==> config.mk <==
export PLATFORM = sky130hd
export DESIGN_NAME = status_led_blink_code_generator
export DESIGN_NICKNAME = d
export VERILOG_FILES = /design/src/rtl/sled_pkg.sv /design/src/rtl/sled_div.sv /design/src/rtl/sled_dp.sv /design/src/rtl/sled_ctrl.sv /design/src/rtl/status_led_blink_code_generator.sv
export SDC_FILE = /design/constraint.sdc
export NUM_CORES = 2
export LEC_CHECK = 0
export ABC_AREA = 1
export BUFFER_PORTS_ARGS = -buffer_cell sky130_fd_sc_hd__buf_2
export CAP_MARGIN = 20
export CORE_MARGIN = 3
export CORE_UTILIZATION = 60
export CTS_CLUSTER_DIAMETER = 40
export DETAILED_ROUTE_END_ITERATION = 16
export GPL_ROUTABILITY_DRIVEN = 1
export PLACE_DENSITY = 0.75
export SLEW_MARGIN = 20
export SYNTH_ARGS = -nofsm -noshare
export SYNTH_HDL_FRONTEND = slang
export SYNTH_SLANG_ARGS = --single-unit
==> constraint.sdc <==
create_clock -name clk -period 12.3 [get_ports clk]
set_input_delay 2.46 -clock clk [delete_from_list [all_inputs] [get_ports clk]]
set_output_delay 2.46 -clock clk [all_outputs]
set_load 0.01 [all_outputs]
==> src/rtl/sled_pkg.sv <==
// ----------------------------------------------------------------------------
// sled_pkg
// Types and constants shared by the status LED blink-code generator.
// ----------------------------------------------------------------------------
package sled_pkg;

	localparam int TIME_W     = 32;
	localparam int DIV_CNT_W  = $clog2(TIME_W + 1);
	localparam int CFG_IDX_W  = 3;
	localparam int CFG_DATA_W = 32;

	// event codes
	typedef enum logic [2:0] {
		FN_TICK         = 3'd0,
		FN_SET_MODE     = 3'd1,
		FN_SET_MANUAL   = 3'd2,
		FN_CLEAR_MANUAL = 3'd3,
		FN_IDENTIFY     = 3'd4,
		FN_CLEAR_COUNT  = 3'd5
	} func_t;

	// mode codes
	localparam logic [3:0] MODE_DISABLED   = 4'd0;
	localparam logic [3:0] MODE_OFF        = 4'd1;
	localparam logic [3:0] MODE_BOOT       = 4'd2;
	localparam logic [3:0] MODE_NORMAL     = 4'd3;
	localparam logic [3:0] MODE_WIFI       = 4'd4;
	localparam logic [3:0] MODE_DISCOVER   = 4'd5;
	localparam logic [3:0] MODE_CONN_ERR   = 4'd6;
	localparam logic [3:0] MODE_SENSOR_ERR = 4'd7;
	localparam logic [3:0] MODE_HW_ERR     = 4'd8;
	localparam logic [3:0] MODE_IDENTIFY   = 4'd9;
	localparam logic [3:0] MODE_MANUAL_ON  = 4'd10;
	localparam logic [3:0] MODE_MANUAL_OFF = 4'd11;

	// register indexes
	localparam logic [CFG_IDX_W-1:0] REG_ENABLED      = 3'd0;
	localparam logic [CFG_IDX_W-1:0] REG_NORMAL_PER   = 3'd1;
	localparam logic [CFG_IDX_W-1:0] REG_NORMAL_ON    = 3'd2;
	localparam logic [CFG_IDX_W-1:0] REG_SHORT_ON     = 3'd3;
	localparam logic [CFG_IDX_W-1:0] REG_SHORT_OFF    = 3'd4;
	localparam logic [CFG_IDX_W-1:0] REG_LONG_ON      = 3'd5;
	localparam logic [CFG_IDX_W-1:0] REG_LONG_OFF     = 3'd6;
	localparam logic [CFG_IDX_W-1:0] REG_ERROR_PER    = 3'd7;

	// register defaults
	localparam logic [31:0] DEF_NORMAL_PER = 32'd10000;
	localparam logic [15:0] DEF_NORMAL_ON  = 16'd30;
	localparam logic [15:0] DEF_SHORT_ON   = 16'd80;
	localparam logic [15:0] DEF_SHORT_OFF  = 16'd160;
	localparam logic [15:0] DEF_LONG_ON    = 16'd450;
	localparam logic [15:0] DEF_LONG_OFF   = 16'd250;
	localparam logic [31:0] DEF_ERROR_PER  = 32'd5000;

	// fixed timing
	localparam logic [31:0] UPDATE_INTERVAL_MS  = 32'd1;
	localparam logic [15:0] IDENTIFY_ON_MS      = 16'd100;
	localparam logic [15:0] IDENTIFY_OFF_MS     = 16'd100;
	localparam logic [31:0] IDENTIFY_DEFAULT_MS = 32'd5000;
	localparam logic [31:0] SHORT_PERIOD_MS     = 32'd1000;

	// blinks per period
	localparam logic [7:0] BLINKS_ONE      = 8'd1;
	localparam logic [7:0] BLINKS_TWO      = 8'd2;
	localparam logic [7:0] BLINKS_THREE    = 8'd3;
	localparam logic [7:0] BLINKS_FOUR     = 8'd4;
	localparam logic [7:0] BLINKS_IDENTIFY = 8'd255;

	typedef struct packed {
		logic [2:0]  func;
		logic [31:0] now_ms;
		logic [3:0]  mode_code;
		logic [31:0] duration_ms;
	} in_word_t;

	typedef struct packed {
		logic        led_on;
		logic        wrote;
		logic [3:0]  effective_mode;
		logic        manual_active;
		logic [31:0] write_count;
	} out_word_t;

	typedef enum logic [2:0] {
		S_IDLE,
		S_DECODE,
		S_DIV,
		S_REDUCE,
		S_RESULT
	} state_t;

	typedef enum logic [1:0] {
		DRV_OFF,
		DRV_FIXED,
		DRV_CALC
	} drv_sel_t;

	typedef struct packed {
		logic     load_item;
		logic     exec_op;
		logic     mark_update;
		logic     drive_en;
		drv_sel_t drive_sel;
		logic     div_start;
		logic     take_rem;
		logic     sub_cycle;
		logic     load_out;
	} cmd_t;

	typedef struct packed {
		logic [2:0] func;
		logic       enabled;
		logic       rate_limited;
		logic       forced;
		logic       div_busy;
		logic       t_ge_limit;
		logic       t_ge_cycle;
		logic       out_free;
	} stat_t;

endpackage

==> src/rtl/sled_div.sv <==
// ----------------------------------------------------------------------------
// sled_div
// Bit-serial restoring remainder unit, one dividend bit per cycle.
// ----------------------------------------------------------------------------
module sled_div
	import sled_pkg::*;
(
	input  logic              clk,
	input  logic              arst_n,
	input  logic              start,
	input  logic [TIME_W-1:0] dividend,
	input  logic [TIME_W-1:0] divisor,
	output logic              busy,
	output logic [TIME_W-1:0] rem
);

	logic                 busy_q;
	logic [DIV_CNT_W-1:0] cnt_q;
	logic [TIME_W-1:0]    rem_q;
	logic [TIME_W-1:0]    dvd_q;
	logic [TIME_W-1:0]    dvs_q;
	logic [TIME_W:0]      trial;
	logic [TIME_W:0]      diff;

	assign trial = {rem_q, dvd_q[TIME_W-1]};
	assign diff  = trial - {1'b0, dvs_q};

	always_ff @(posedge clk or negedge arst_n) begin
		if (!arst_n) begin
			busy_q <= 1'b0;
			cnt_q  <= '0;
		end else if (start) begin
			busy_q <= 1'b1;
			cnt_q  <= DIV_CNT_W'(TIME_W);
		end else if (busy_q) begin
			cnt_q <= cnt_q - 1'b1;
			if (cnt_q == DIV_CNT_W'(1)) begin
				busy_q <= 1'b0;
			end
		end
	end

	always_ff @(posedge clk) begin
		if (start) begin
			rem_q <= '0;
			dvd_q <= dividend;
			dvs_q <= divisor;
		end else if (busy_q) begin
			rem_q <= diff[TIME_W] ? trial[TIME_W-1:0] : diff[TIME_W-1:0];
			dvd_q <= {dvd_q[TIME_W-2:0], 1'b0};
		end
	end

	assign busy = busy_q;
	assign rem  = rem_q;

endmodule

==> src/rtl/sled_dp.sv <==
// ----------------------------------------------------------------------------
// sled_dp
// Datapath: registers, mode state, pattern select, remainder unit, output word.
// ----------------------------------------------------------------------------
module sled_dp
	import sled_pkg::*;
(
	input  logic                  clk,
	input  logic                  arst_n,
	input  logic                  cfg_wr_en,
	input  logic [CFG_IDX_W-1:0]  cfg_index,
	input  logic [CFG_DATA_W-1:0] cfg_data,
	input  in_word_t              in_data,
	output logic                  out_valid,
	input  logic                  out_stall,
	output out_word_t             out_data,
	input  cmd_t                  cmd,
	output stat_t                 stat
);

	// configuration
	logic        enabled_q;
	logic [31:0] normal_per_q;
	logic [15:0] normal_on_q;
	logic [15:0] short_on_q;
	logic [15:0] short_off_q;
	logic [15:0] long_on_q;
	logic [15:0] long_off_q;
	logic [31:0] error_per_q;

	// mode state
	logic [3:0]  requested_mode_q;
	logic        manual_flag_q;
	logic [3:0]  manual_mode_q;
	logic [31:0] mode_since_q;
	logic [31:0] identify_until_q;
	logic [31:0] last_update_q;
	logic        led_state_q;
	logic [31:0] writes_done_q;
	logic        wrote_q;

	// work registers
	in_word_t    item_q;
	logic [7:0]  count_q;
	logic [15:0] on_q;
	logic [16:0] cycle_q;
	logic [24:0] limit_q;
	logic [31:0] t_q;
	logic        out_valid_q;
	out_word_t   out_q;

	logic [31:0] ident_diff;
	logic [31:0] upd_diff;
	logic [31:0] elapsed;
	logic [3:0]  eff_mode;
	logic        pat_forced;
	logic        pat_level;
	logic [7:0]  pat_count;
	logic [15:0] pat_on;
	logic [15:0] pat_off;
	logic [16:0] pat_cycle;
	logic [31:0] pat_period;
	logic [3:0]  manual_map;
	logic [31:0] ident_len;
	logic        drive_lvl;
	logic        drive_needed;
	logic        div_busy;
	logic [31:0] div_rem;

	assign ident_diff = item_q.now_ms - identify_until_q;
	assign upd_diff   = item_q.now_ms - last_update_q;
	assign elapsed    = item_q.now_ms - mode_since_q;

	always_comb begin
		if (!enabled_q) begin
			eff_mode = MODE_DISABLED;
		end else if (identify_until_q != '0 && ident_diff[31]) begin
			eff_mode = MODE_IDENTIFY;
		end else if (manual_flag_q) begin
			eff_mode = manual_mode_q;
		end else begin
			eff_mode = requested_mode_q;
		end
	end

	always_comb begin
		pat_forced = 1'b0;
		pat_level  = 1'b0;
		pat_count  = BLINKS_ONE;
		pat_on     = normal_on_q;
		pat_off    = '0;
		pat_period = normal_per_q;
		unique case (eff_mode) inside
			MODE_NORMAL: begin
				pat_count  = BLINKS_ONE;
				pat_on     = normal_on_q;
				pat_off    = '0;
				pat_period = normal_per_q;
			end
			MODE_BOOT, MODE_WIFI: begin
				pat_count  = BLINKS_ONE;
				pat_on     = short_on_q;
				pat_off    = short_off_q;
				pat_period = SHORT_PERIOD_MS;
			end
			MODE_DISCOVER, MODE_CONN_ERR: begin
				pat_count  = BLINKS_THREE;
				pat_on     = long_on_q;
				pat_off    = long_off_q;
				pat_period = error_per_q;
			end
			MODE_SENSOR_ERR: begin
				pat_count  = BLINKS_TWO;
				pat_on     = long_on_q;
				pat_off    = long_off_q;
				pat_period = error_per_q;
			end
			MODE_HW_ERR: begin
				pat_count  = BLINKS_FOUR;
				pat_on     = long_on_q;
				pat_off    = long_off_q;
				pat_period = error_per_q;
			end
			MODE_IDENTIFY: begin
				pat_count  = BLINKS_IDENTIFY;
				pat_on     = IDENTIFY_ON_MS;
				pat_off    = IDENTIFY_OFF_MS;
				pat_period = {15'b0, {1'b0, IDENTIFY_ON_MS} + {1'b0, IDENTIFY_OFF_MS}};
			end
			MODE_MANUAL_ON: begin
				pat_forced = 1'b1;
				pat_level  = 1'b1;
			end
			default: begin
				pat_forced = 1'b1;
				pat_level  = 1'b0;
			end
		endcase
	end

	assign pat_cycle = {1'b0, pat_on} + {1'b0, pat_off};

	always_comb begin
		if (item_q.mode_code == MODE_MANUAL_ON) begin
			manual_map = MODE_MANUAL_ON;
		end else if (item_q.mode_code == MODE_DISABLED || item_q.mode_code == MODE_OFF
				|| item_q.mode_code == MODE_MANUAL_OFF) begin
			manual_map = MODE_MANUAL_OFF;
		end else begin
			manual_map = item_q.mode_code;
		end
	end

	assign ident_len = (item_q.duration_ms == '0) ? IDENTIFY_DEFAULT_MS : item_q.duration_ms;

	always_comb begin
		case (cmd.drive_sel)
			DRV_FIXED: drive_lvl = pat_level;
			DRV_CALC:  drive_lvl = t_q < {16'b0, on_q};
			default:   drive_lvl = 1'b0;
		endcase
	end

	assign drive_needed = (led_state_q != drive_lvl) || (writes_done_q == '0);

	sled_div u_div (
		.clk      (clk),
		.arst_n   (arst_n),
		.start    (cmd.div_start),
		.dividend (elapsed),
		.divisor  (pat_period),
		.busy     (div_busy),
		.rem      (div_rem)
	);

	always_ff @(posedge clk or negedge arst_n) begin
		if (!arst_n) begin
			enabled_q        <= 1'b0;
			normal_per_q     <= DEF_NORMAL_PER;
			normal_on_q      <= DEF_NORMAL_ON;
			short_on_q       <= DEF_SHORT_ON;
			short_off_q      <= DEF_SHORT_OFF;
			long_on_q        <= DEF_LONG_ON;
			long_off_q       <= DEF_LONG_OFF;
			error_per_q      <= DEF_ERROR_PER;
			requested_mode_q <= MODE_OFF;
			manual_flag_q    <= 1'b0;
			manual_mode_q    <= MODE_MANUAL_OFF;
			mode_since_q     <= '0;
			identify_until_q <= '0;
			last_update_q    <= '0;
			led_state_q      <= 1'b0;
			writes_done_q    <= '0;
			wrote_q          <= 1'b0;
		end else begin
			if (cfg_wr_en) begin
				unique case (cfg_index)
					REG_ENABLED:    enabled_q <= cfg_data[0];
					REG_NORMAL_PER: normal_per_q <= (cfg_data == '0) ? DEF_NORMAL_PER : cfg_data;
					REG_NORMAL_ON:  normal_on_q <= (cfg_data[15:0] == '0) ? DEF_NORMAL_ON
										: cfg_data[15:0];
					REG_SHORT_ON:   short_on_q <= (cfg_data[15:0] == '0) ? DEF_SHORT_ON
										: cfg_data[15:0];
					REG_SHORT_OFF:  short_off_q <= (cfg_data[15:0] == '0) ? DEF_SHORT_OFF
										: cfg_data[15:0];
					REG_LONG_ON:    long_on_q <= (cfg_data[15:0] == '0) ? DEF_LONG_ON
										: cfg_data[15:0];
					REG_LONG_OFF:   long_off_q <= (cfg_data[15:0] == '0) ? DEF_LONG_OFF
										: cfg_data[15:0];
					REG_ERROR_PER:  error_per_q <= (cfg_data == '0) ? DEF_ERROR_PER : cfg_data;
					default: ;
				endcase
			end
			if (cmd.load_item) begin
				wrote_q <= 1'b0;
			end
			if (cmd.exec_op) begin
				case (item_q.func)
					FN_SET_MODE: begin
						if (requested_mode_q != item_q.mode_code) begin
							requested_mode_q <= item_q.mode_code;
							mode_since_q     <= item_q.now_ms;
						end
					end
					FN_SET_MANUAL: begin
						manual_mode_q <= manual_map;
						manual_flag_q <= 1'b1;
						mode_since_q  <= item_q.now_ms;
					end
					FN_CLEAR_MANUAL: begin
						if (manual_flag_q) begin
							manual_flag_q <= 1'b0;
							mode_since_q  <= item_q.now_ms;
						end
					end
					FN_IDENTIFY: begin
						identify_until_q <= item_q.now_ms + ident_len;
						mode_since_q     <= item_q.now_ms;
					end
					FN_CLEAR_COUNT: writes_done_q <= '0;
					default: ;
				endcase
			end
			if (cmd.mark_update) begin
				last_update_q <= item_q.now_ms;
			end
			if (cmd.drive_en && drive_needed) begin
				led_state_q   <= drive_lvl;
				writes_done_q <= writes_done_q + 32'd1;
				wrote_q       <= 1'b1;
			end
		end
	end

	always_ff @(posedge clk) begin
		if (cmd.load_item) begin
			item_q <= in_data;
		end
		if (cmd.div_start) begin
			count_q <= pat_count;
			on_q    <= pat_on;
			cycle_q <= pat_cycle;
		end
		limit_q <= {17'b0, count_q} * {8'b0, cycle_q};
		if (cmd.take_rem) begin
			t_q <= div_rem;
		end else if (cmd.sub_cycle) begin
			t_q <= t_q - {15'b0, cycle_q};
		end
	end

	always_ff @(posedge clk or negedge arst_n) begin
		if (!arst_n) begin
			out_valid_q <= 1'b0;
		end else if (cmd.load_out) begin
			out_valid_q <= 1'b1;
		end else if (!out_stall) begin
			out_valid_q <= 1'b0;
		end
	end

	always_ff @(posedge clk) begin
		if (cmd.load_out) begin
			out_q.led_on         <= led_state_q;
			out_q.wrote          <= wrote_q;
			out_q.effective_mode <= eff_mode;
			out_q.manual_active  <= manual_flag_q;
			out_q.write_count    <= writes_done_q;
		end
	end

	assign out_valid = out_valid_q;
	assign out_data  = out_q;

	always_comb begin
		stat.func         = item_q.func;
		stat.enabled      = enabled_q;
		stat.rate_limited = (last_update_q != '0) && (upd_diff < UPDATE_INTERVAL_MS);
		stat.forced       = pat_forced;
		stat.div_busy     = div_busy;
		stat.t_ge_limit   = t_q >= {7'b0, limit_q};
		stat.t_ge_cycle   = t_q >= {15'b0, cycle_q};
		stat.out_free     = !out_valid_q || !out_stall;
	end

	a_no_overwrite: assert property (@(posedge clk) disable iff (!arst_n)
		cmd.load_out |-> !(out_valid_q && out_stall))
		else $error("result word overwritten while stalled");

	a_count_step: assert property (@(posedge clk) disable iff (!arst_n)
		(writes_done_q != $past(writes_done_q)) |->
		(writes_done_q == $past(writes_done_q) + 32'd1 || writes_done_q == '0))
		else $error("write count moved by more than one");

	a_calc_reduced: assert property (@(posedge clk) disable iff (!arst_n)
		(cmd.drive_en && cmd.drive_sel == DRV_CALC) |-> (t_q < {15'b0, cycle_q}))
		else $error("blink phase not reduced below cycle");

	a_div_idle: assert property (@(posedge clk) disable iff (!arst_n)
		cmd.div_start |-> !div_busy)
		else $error("remainder unit restarted while busy");

endmodule

==> src/rtl/sled_ctrl.sv <==
// ----------------------------------------------------------------------------
// sled_ctrl
// Controller: sequences decode, remainder, phase reduction and result load.
// ----------------------------------------------------------------------------
module sled_ctrl
	import sled_pkg::*;
(
	input  logic  clk,
	input  logic  arst_n,
	input  logic  in_valid,
	output logic  in_stall,
	input  stat_t stat,
	output cmd_t  cmd
);

	state_t state_q;
	state_t state_d;

	always_ff @(posedge clk or negedge arst_n) begin
		if (!arst_n) begin
			state_q <= S_IDLE;
		end else begin
			state_q <= state_d;
		end
	end

	always_comb begin
		state_d  = state_q;
		cmd      = '0;
		in_stall = (state_q != S_IDLE);
		unique case (state_q)
			S_IDLE: begin
				if (in_valid) begin
					cmd.load_item = 1'b1;
					state_d       = S_DECODE;
				end
			end
			S_DECODE: begin
				if (stat.func != FN_TICK) begin
					cmd.exec_op = 1'b1;
					state_d     = S_RESULT;
				end else if (!stat.enabled) begin
					cmd.mark_update = 1'b1;
					cmd.drive_en    = 1'b1;
					cmd.drive_sel   = DRV_OFF;
					state_d         = S_RESULT;
				end else if (stat.rate_limited) begin
					state_d = S_RESULT;
				end else if (stat.forced) begin
					cmd.mark_update = 1'b1;
					cmd.drive_en    = 1'b1;
					cmd.drive_sel   = DRV_FIXED;
					state_d         = S_RESULT;
				end else begin
					cmd.mark_update = 1'b1;
					cmd.div_start   = 1'b1;
					state_d         = S_DIV;
				end
			end
			S_DIV: begin
				if (!stat.div_busy) begin
					cmd.take_rem = 1'b1;
					state_d      = S_REDUCE;
				end
			end
			S_REDUCE: begin
				if (stat.t_ge_limit) begin
					cmd.drive_en  = 1'b1;
					cmd.drive_sel = DRV_OFF;
					state_d       = S_RESULT;
				end else if (stat.t_ge_cycle) begin
					cmd.sub_cycle = 1'b1;
				end else begin
					cmd.drive_en  = 1'b1;
					cmd.drive_sel = DRV_CALC;
					state_d       = S_RESULT;
				end
			end
			S_RESULT: begin
				if (stat.out_free) begin
					cmd.load_out = 1'b1;
					state_d      = S_IDLE;
				end
			end
			default: state_d = S_IDLE;
		endcase
	end

endmodule

==> src/rtl/status_led_blink_code_generator.sv <==
// ----------------------------------------------------------------------------
// status_led_blink_code_generator
// Status LED blink-code generator: event words in, one status word out each.
//
//   port group  | dir | handshake            | word
//   ------------+-----+----------------------+---------------------------
//   in_*        | in  | in_valid / in_stall  | in_word_t (event)
//   out_*       | out | out_valid / out_stall| out_word_t (LED status)
//   cfg_*       | in  | cfg_wr_en            | cfg_index, cfg_data
//
// Non-tick events and ticks that are disabled, rate limited or on a fixed
// pattern go from decode straight to the result load. Blinking ticks first
// pass through the bit-serial remainder unit and up to three phase subtract
// steps before their result load.
// Reset loads all configuration registers and mode state at once; no clearing pass.
// One result word is buffered: a new event is accepted while it waits, and
// the next result load holds until that word is taken.
// ----------------------------------------------------------------------------
module status_led_blink_code_generator
	import sled_pkg::*;
(
	input  logic                  clk,
	input  logic                  arst_n,
	input  logic                  cfg_wr_en,
	input  logic [CFG_IDX_W-1:0]  cfg_index,
	input  logic [CFG_DATA_W-1:0] cfg_data,
	input  logic                  in_valid,
	output logic                  in_stall,
	input  in_word_t              in_data,
	output logic                  out_valid,
	input  logic                  out_stall,
	output out_word_t             out_data
);

	cmd_t  cmd;
	stat_t stat;

	sled_ctrl u_ctrl (
		.clk      (clk),
		.arst_n   (arst_n),
		.in_valid (in_valid),
		.in_stall (in_stall),
		.stat     (stat),
		.cmd      (cmd)
	);

	sled_dp u_dp (
		.clk       (clk),
		.arst_n    (arst_n),
		.cfg_wr_en (cfg_wr_en),
		.cfg_index (cfg_index),
		.cfg_data  (cfg_data),
		.in_data   (in_data),
		.out_valid (out_valid),
		.out_stall (out_stall),
		.out_data  (out_data),
		.cmd       (cmd),
		.stat      (stat)
	);

endmodule
* Word-level counts from Yosys, hierarchy flattened
Index checks and enable logic that the tools add are counted.
** Word-level totals
- Output and inout bits :: 41
- Logic and storage cells :: 210
- Flip-flop bits (word level) :: 599
- Input bits :: 111
** Operators by class
- Add/subtract/negate cells :: 9
- Equal/unequal tests :: 40
- $mul :: 1
- Reductions and logical operators :: 47
- Mux-type cells :: 71
- Magnitude comparators :: 4
** Operator list (count)
- $mux W32 :: 13
- $pmux W32 S3 :: 2
- $logic_not A32 Y1 :: 3
- $pmux W16 S3 :: 2
- $sub A32 B32 Y32 :: 3
- $mux W16 :: 5
- $reduce_bool A32 Y1 :: 2
- $mux W3 :: 12
- $sub A33 B32 Y33 :: 1
- $add A32 B1 Y32 const B :: 1
- $add A32 B32 Y32 :: 1
- $ge A32 B17 Y1 :: 1
- $ge A32 B25 Y1 :: 1
- $lt A32 B1 Y1 const B :: 1
- $lt A32 B16 Y1 :: 1
- $pmux W8 S4 :: 1
- $sub A32 B17 Y32 :: 1
- $mul A8 B17 Y25 :: 1
- $mux W4 :: 6
- $reduce_and A2 Y1 :: 12
- $eq A3 B3 Y1 const B :: 7
- $mux W1 :: 21
- $eq A4 B4 Y1 const B :: 5
- $eq A3 B2 Y1 const B :: 6
- 33 further kinds :: 63

* Depth between registers and ports, before layout
- Depth in word-level cells :: 18
- Gate-level depth with buffers :: 41
- Depth with buffers taken out :: 40

* By module
A second synthesis with hierarchy kept.
** Unflattened totals
- Cell total of the unflattened synthesis :: 4826
- Area total of the unflattened synthesis :: 38792.2 um^2
** Modules (own cells, without submodules)
- sled_dp :: cells each 3740, instances 1, area each 31580.3 um^2, sequential area each 13047.5 um^2
- sled_div :: cells each 1027, instances 1, area each 6901.6 um^2, sequential area each 2737.6 um^2
- sled_ctrl :: cells each 59, instances 1, area each 310.3 um^2, sequential area each 75.1 um^2

* Least setup slack after synthesis
Ideal clock, no wire load.
- Path type :: input -> register
- Start point :: input port in_valid
- End point :: register u_dp.item_q[0] in the netlist's numbering, enable pin
- Setup time :: 501 ps
- Stages :: 2
- Setup slack :: 6348 ps
- Buffers on the path :: 0
- Arrival :: 5451 ps
- Data required time :: 11799 ps
- Path through :: inv_1 nor2_1
** RTL lines
- from (decl) :: RTL line status_led_blink_code_generator.sv:27 : input logic in_valid,
- to (signal assigned) :: RTL line sled_dp.sv:257 : item_q <= in_data;
- to (decl) :: RTL line sled_dp.sv:43 : in_word_t item_q;

* Worst setup path in the final report
- Start point :: register u_dp.item_q[42] in the netlist's numbering
- End point :: register u_dp.cycle_q[15], data pin
** Between the ends
- Word-level cells in the longest chain between the ends :: 8
- Elaborated cells on any way between the ends :: 16
** Ends and longest elaborated chain
- $sub A32 B32 Y32 (*) :: RTL line sled_dp.sv:70 : assign ident_diff = item_q.now_ms - identify_until_q;
- $logic_and A1 B1 Y1 (*) :: RTL line sled_dp.sv:77 : end else if (identify_until_q != '0 && ident_diff[31]) begin
- $mux W4 (*) :: RTL line sled_dp.sv:77
- $mux W4 (*) :: RTL line sled_dp.sv:75 : if (!enabled_q) begin
- $eq A4 B4 Y1 (no source line) (tied with other cells)
- $reduce_or A4 Y1 (no source line) / $reduce_or A2 Y1 (equally long branches)
- $pmux W16 S3 (*) :: RTL line sled_dp.sv:93 : unique case (eff_mode) inside
- named net u_dp.pat_on[0] :: RTL line sled_dp.sv:59 : logic [15:0] pat_on;
- $add A16 B16 Y17 (*) :: RTL line sled_dp.sv:141 : assign pat_cycle = {1'b0, pat_on} + {1'b0, pat_off};
- named net u_dp.pat_cycle[15] :: RTL line sled_dp.sv:61 : logic [16:0] pat_cycle;
- to (signal assigned) :: RTL line sled_dp.sv:262 : cycle_q <= pat_cycle;
- to (decl) :: RTL line sled_dp.sv:46 : logic [16:0] cycle_q;
Mark *: on every way through the listed nets, which the timed path passes. The rest lies on a longest branch.
A chain may end at the register's enable or synchronous reset.

==> flow_metrics.tcl <==
set metrics [dict create \
    max_flop_register "u_dp.item_q" \
    yosys.area_share.simple 0.199 \
    max-slew-margin-rel 0.326 \
    drc 0 \
    final-setup-viol-count 0 \
    fmax_ghz 0.157 \
    clock_skew_ps 39.6 \
    critPathArrivalTime_ps 6740 \
    yosys.area_share.adder 0.142 \
    worstPathMaxFanout 36 \
    holdCritPathClass "flop to flop" \
    synth_fp_nets 5141 \
    io_buffers 151 \
    cpPeakStageDelay_ps 660 \
    grt_pass1_vias 30700 \
    core-area_sq_mm 0.0624 \
    timing.max_cap.violations 0 \
    io-pin-count 152 \
    clock_latency_ps 660 \
    area_growth_pct 12.6 \
    p_leak_nw 20.9 \
    slowest_stage "inv_2" \
    drv_slew 0 \
    ys_seq_elements 595 \
    hold_viol 0 \
    syn_avg_cell_area_sq_um 8.23 \
    antenna_found_initial 21 \
    cts.clk_slew.worst_paths_ps 60 \
    ant_nets 0 \
    cts_resized 0 \
    die_w_um 259 \
    die_y_um 259 \
    dp.cells 5531 \
    muxShareOfSynthArea 0 \
    fill_cells 5085 \
    cts-htree-levels 3 \
    yosysUniqueCellTypes 60 \
    synthCells 4653 \
    dp_slack_ps 5590 \
    synth_compound_area_frac 0.117 \
    startpoint_type "flop" \
    critPathCaptureType "flop" \
    dr_total_vias 32200 \
    cts_tree "yes" \
    routedWlPerCell_um 18.5 \
    worst_slew_pin_slew_ps 1000 \
    worstSetupPathType "flop to flop" \
    grt_max_degree 83 \
    start_util 0.614 \
    globalplace.congestion 0.964 \
    ys_top_cells_by_count "1128 x nand2_1, 749 x inv_1, 402 x o21ai_0" \
    fin_nets 5278 \
    drt_wl_total_um 106000 \
    min_period_ps 6350 \
    numCtsBuffers 92 \
    async_flop_share 0.496 \
    placementRows 91 \
    yosysWarnings 0 \
    cp_common_cell "nand2_1" \
    synth_top_area_frac 0.191 \
    p_total_mw 11.3 \
    cts_root_buf "clkbuf_16" \
    syn_area_sq_mm 0.0383 \
    synth.most_common_cell "nand2_1" \
    cts_setup_buffers 0 \
    final_layout_size_suffix_gt1_frac 0.0864 \
    initialDrtViolationCount 2899 \
    instances_no_fill 5720 \
    fin_ws_ps 5950 \
    synth-edff-count 243 \
    clk_path_buf_depth 3 \
    cp_data_required_time_ps 12690 \
    synth_flop_cell "dfrtp_1" \
    yosysSeqAreaShare 0.414 \
    yosys.area.top_type "edfxtp_1" \
    cts.sinks 595 \
    rsz0062_at_grt "false" \
    grt_pass1_wl_um 168000 \
    synth_top_family_by_area "simple AND/OR/NAND/NOR gates" \
    design.die.area_sq_mm 0.0669 \
    hold_buffers 0 \
    synth.area.top_cells "edfxtp_1 19%, dfrtp_1 17%, nand2_1 11%" \
    gr-total-overflow 0 \
    irDropWorstVdd_mv 0.213 \
    first_pass_iters 6 \
    largest_reg_flops 68 \
    fin_crit_sh 0.516 \
    tns_ps 0 \
    vias_per_cell 5.63 \
    outcome "finished clean" \
    grt_usage 0.319 \
    dpl.hpwl_um 80500 \
    fin_util 0.691 \
    power_density_mw_per_mm2 261 \
    synth-xor-area-share 0.0386 \
]
per-layer routing:
layer	wire, um	track usage	vias up
met1	48700	0.485	15300
met4	1790	0.0745	18
li1	-	-	15600
met3	10600	0.0783	144
met2	44300	0.461	1191
met5	122	0	-
cell families (layout without fill, tap and decap cells):
family	count (synthesis)	count (layout)
simple gates	1799	1799
buf+inv	894	1111
compound gates	820	820
flops	595	595
fa+ha+maj	377	377
xor+xnor	168	168
other cells	0	13
worst max-delay path, delay by kind of cell, from the launching register on:
family	cells	cell delay (ps)
XOR/XNOR	1	110
buffers and inverters	4	1010
AO/OA/AOI/OAI	9	1750
AND/OR/NAND/NOR	20	2070
flip-flops	1	530
adder cells (fa/ha/maj)	2	580
final cells by class:
| cell class | count | area, sq um | share of cell area |
|---|---|---|---|
| multi-input combinational | 3164 | 19100 | 0.442 |
| sequential | 595 | 15900 | 0.368 |
| inverter | 761 | 2860 | 0.0663 |
| clock buffer | 109 | 2490 | 0.0578 |
| tap | 837 | 1050 | 0.0243 |
| timing repair buffer | 176 | 1000 | 0.0233 |
| clock inverter | 65 | 748 | 0.0174 |
| antenna | 13 | 32.5 | 0.000755 |
worst paths after layout:
path / depth (start not counted) / end / startpoint / slack, ps
min in group asynchronous: 1 / u_dp.mode_since_q[10] / arst_n / 1770
max: 36 / u_dp.cycle_q[15] / u_dp.item_q[42] / 5950
min: 0 / u_dp.out_data[37] / u_dp.wrote_q / 440
max in group asynchronous: 3 / u_dp.short_off_q[10] / arst_n / 8460
max reg2reg: 36 / u_dp.cycle_q[15] / u_dp.item_q[42] / 5950
min reg2reg: 0 / u_dp.out_data[37] / u_dp.wrote_q / 440
placed cells by master, fill, tap and decap left out, types with 8 or more instances in the layout:
cell type   instances
o22ai_1             9
dfrtp_1           263
fa_1               96
a22o_1              9
clkbuf_1            8
xnor2_1            70
nand3_1           192
nand4_1            85
nand3b_1           23
buf_2             150
a21oi_1           214
clkbuf_16          95
o21ai_0           402
or2_2              10
a21o_1              8
nor4_1             41
o211ai_1           12
ha_1              281
edfxtp_1          243
diode_2            13
clkinv_2           12
dfxtp_1            57
clkinv_4           12
nand2_1          1127
dfstp_2            32
inv_6              14
buf_4              20
inv_1             749
o21a_1              8
o21bai_1           17
o21ai_1            71
nor2_1            243
a21boi_0           12
clkinvlp_4         11
a31oi_1            15
nor3_1             48
xor2_1             97
power breakdown:
| part | switching [mW] | internal (mW) | total, mW | leakage [nW] |
|---|---|---|---|---|
| Sequential | 0.360 | 2.78 | 3.14 | 6.41 |
| Combinational | 3.57 | 1.89 | 5.45 | 13.0 |
| Clock | 1.03 | 1.63 | 2.67 | 1.55 |
metrics by stage:
stage	instance area (sq um)	hold WS (ps)
3_3_place_gp	39700	426
6_report	43100	436
4_1_cts	43000	447
3_5_place_dp	39800	440
5_1_grt	43100	453
2_1_floorplan	38300	419
Note: power is estimated with default switching activity, not from simulation.
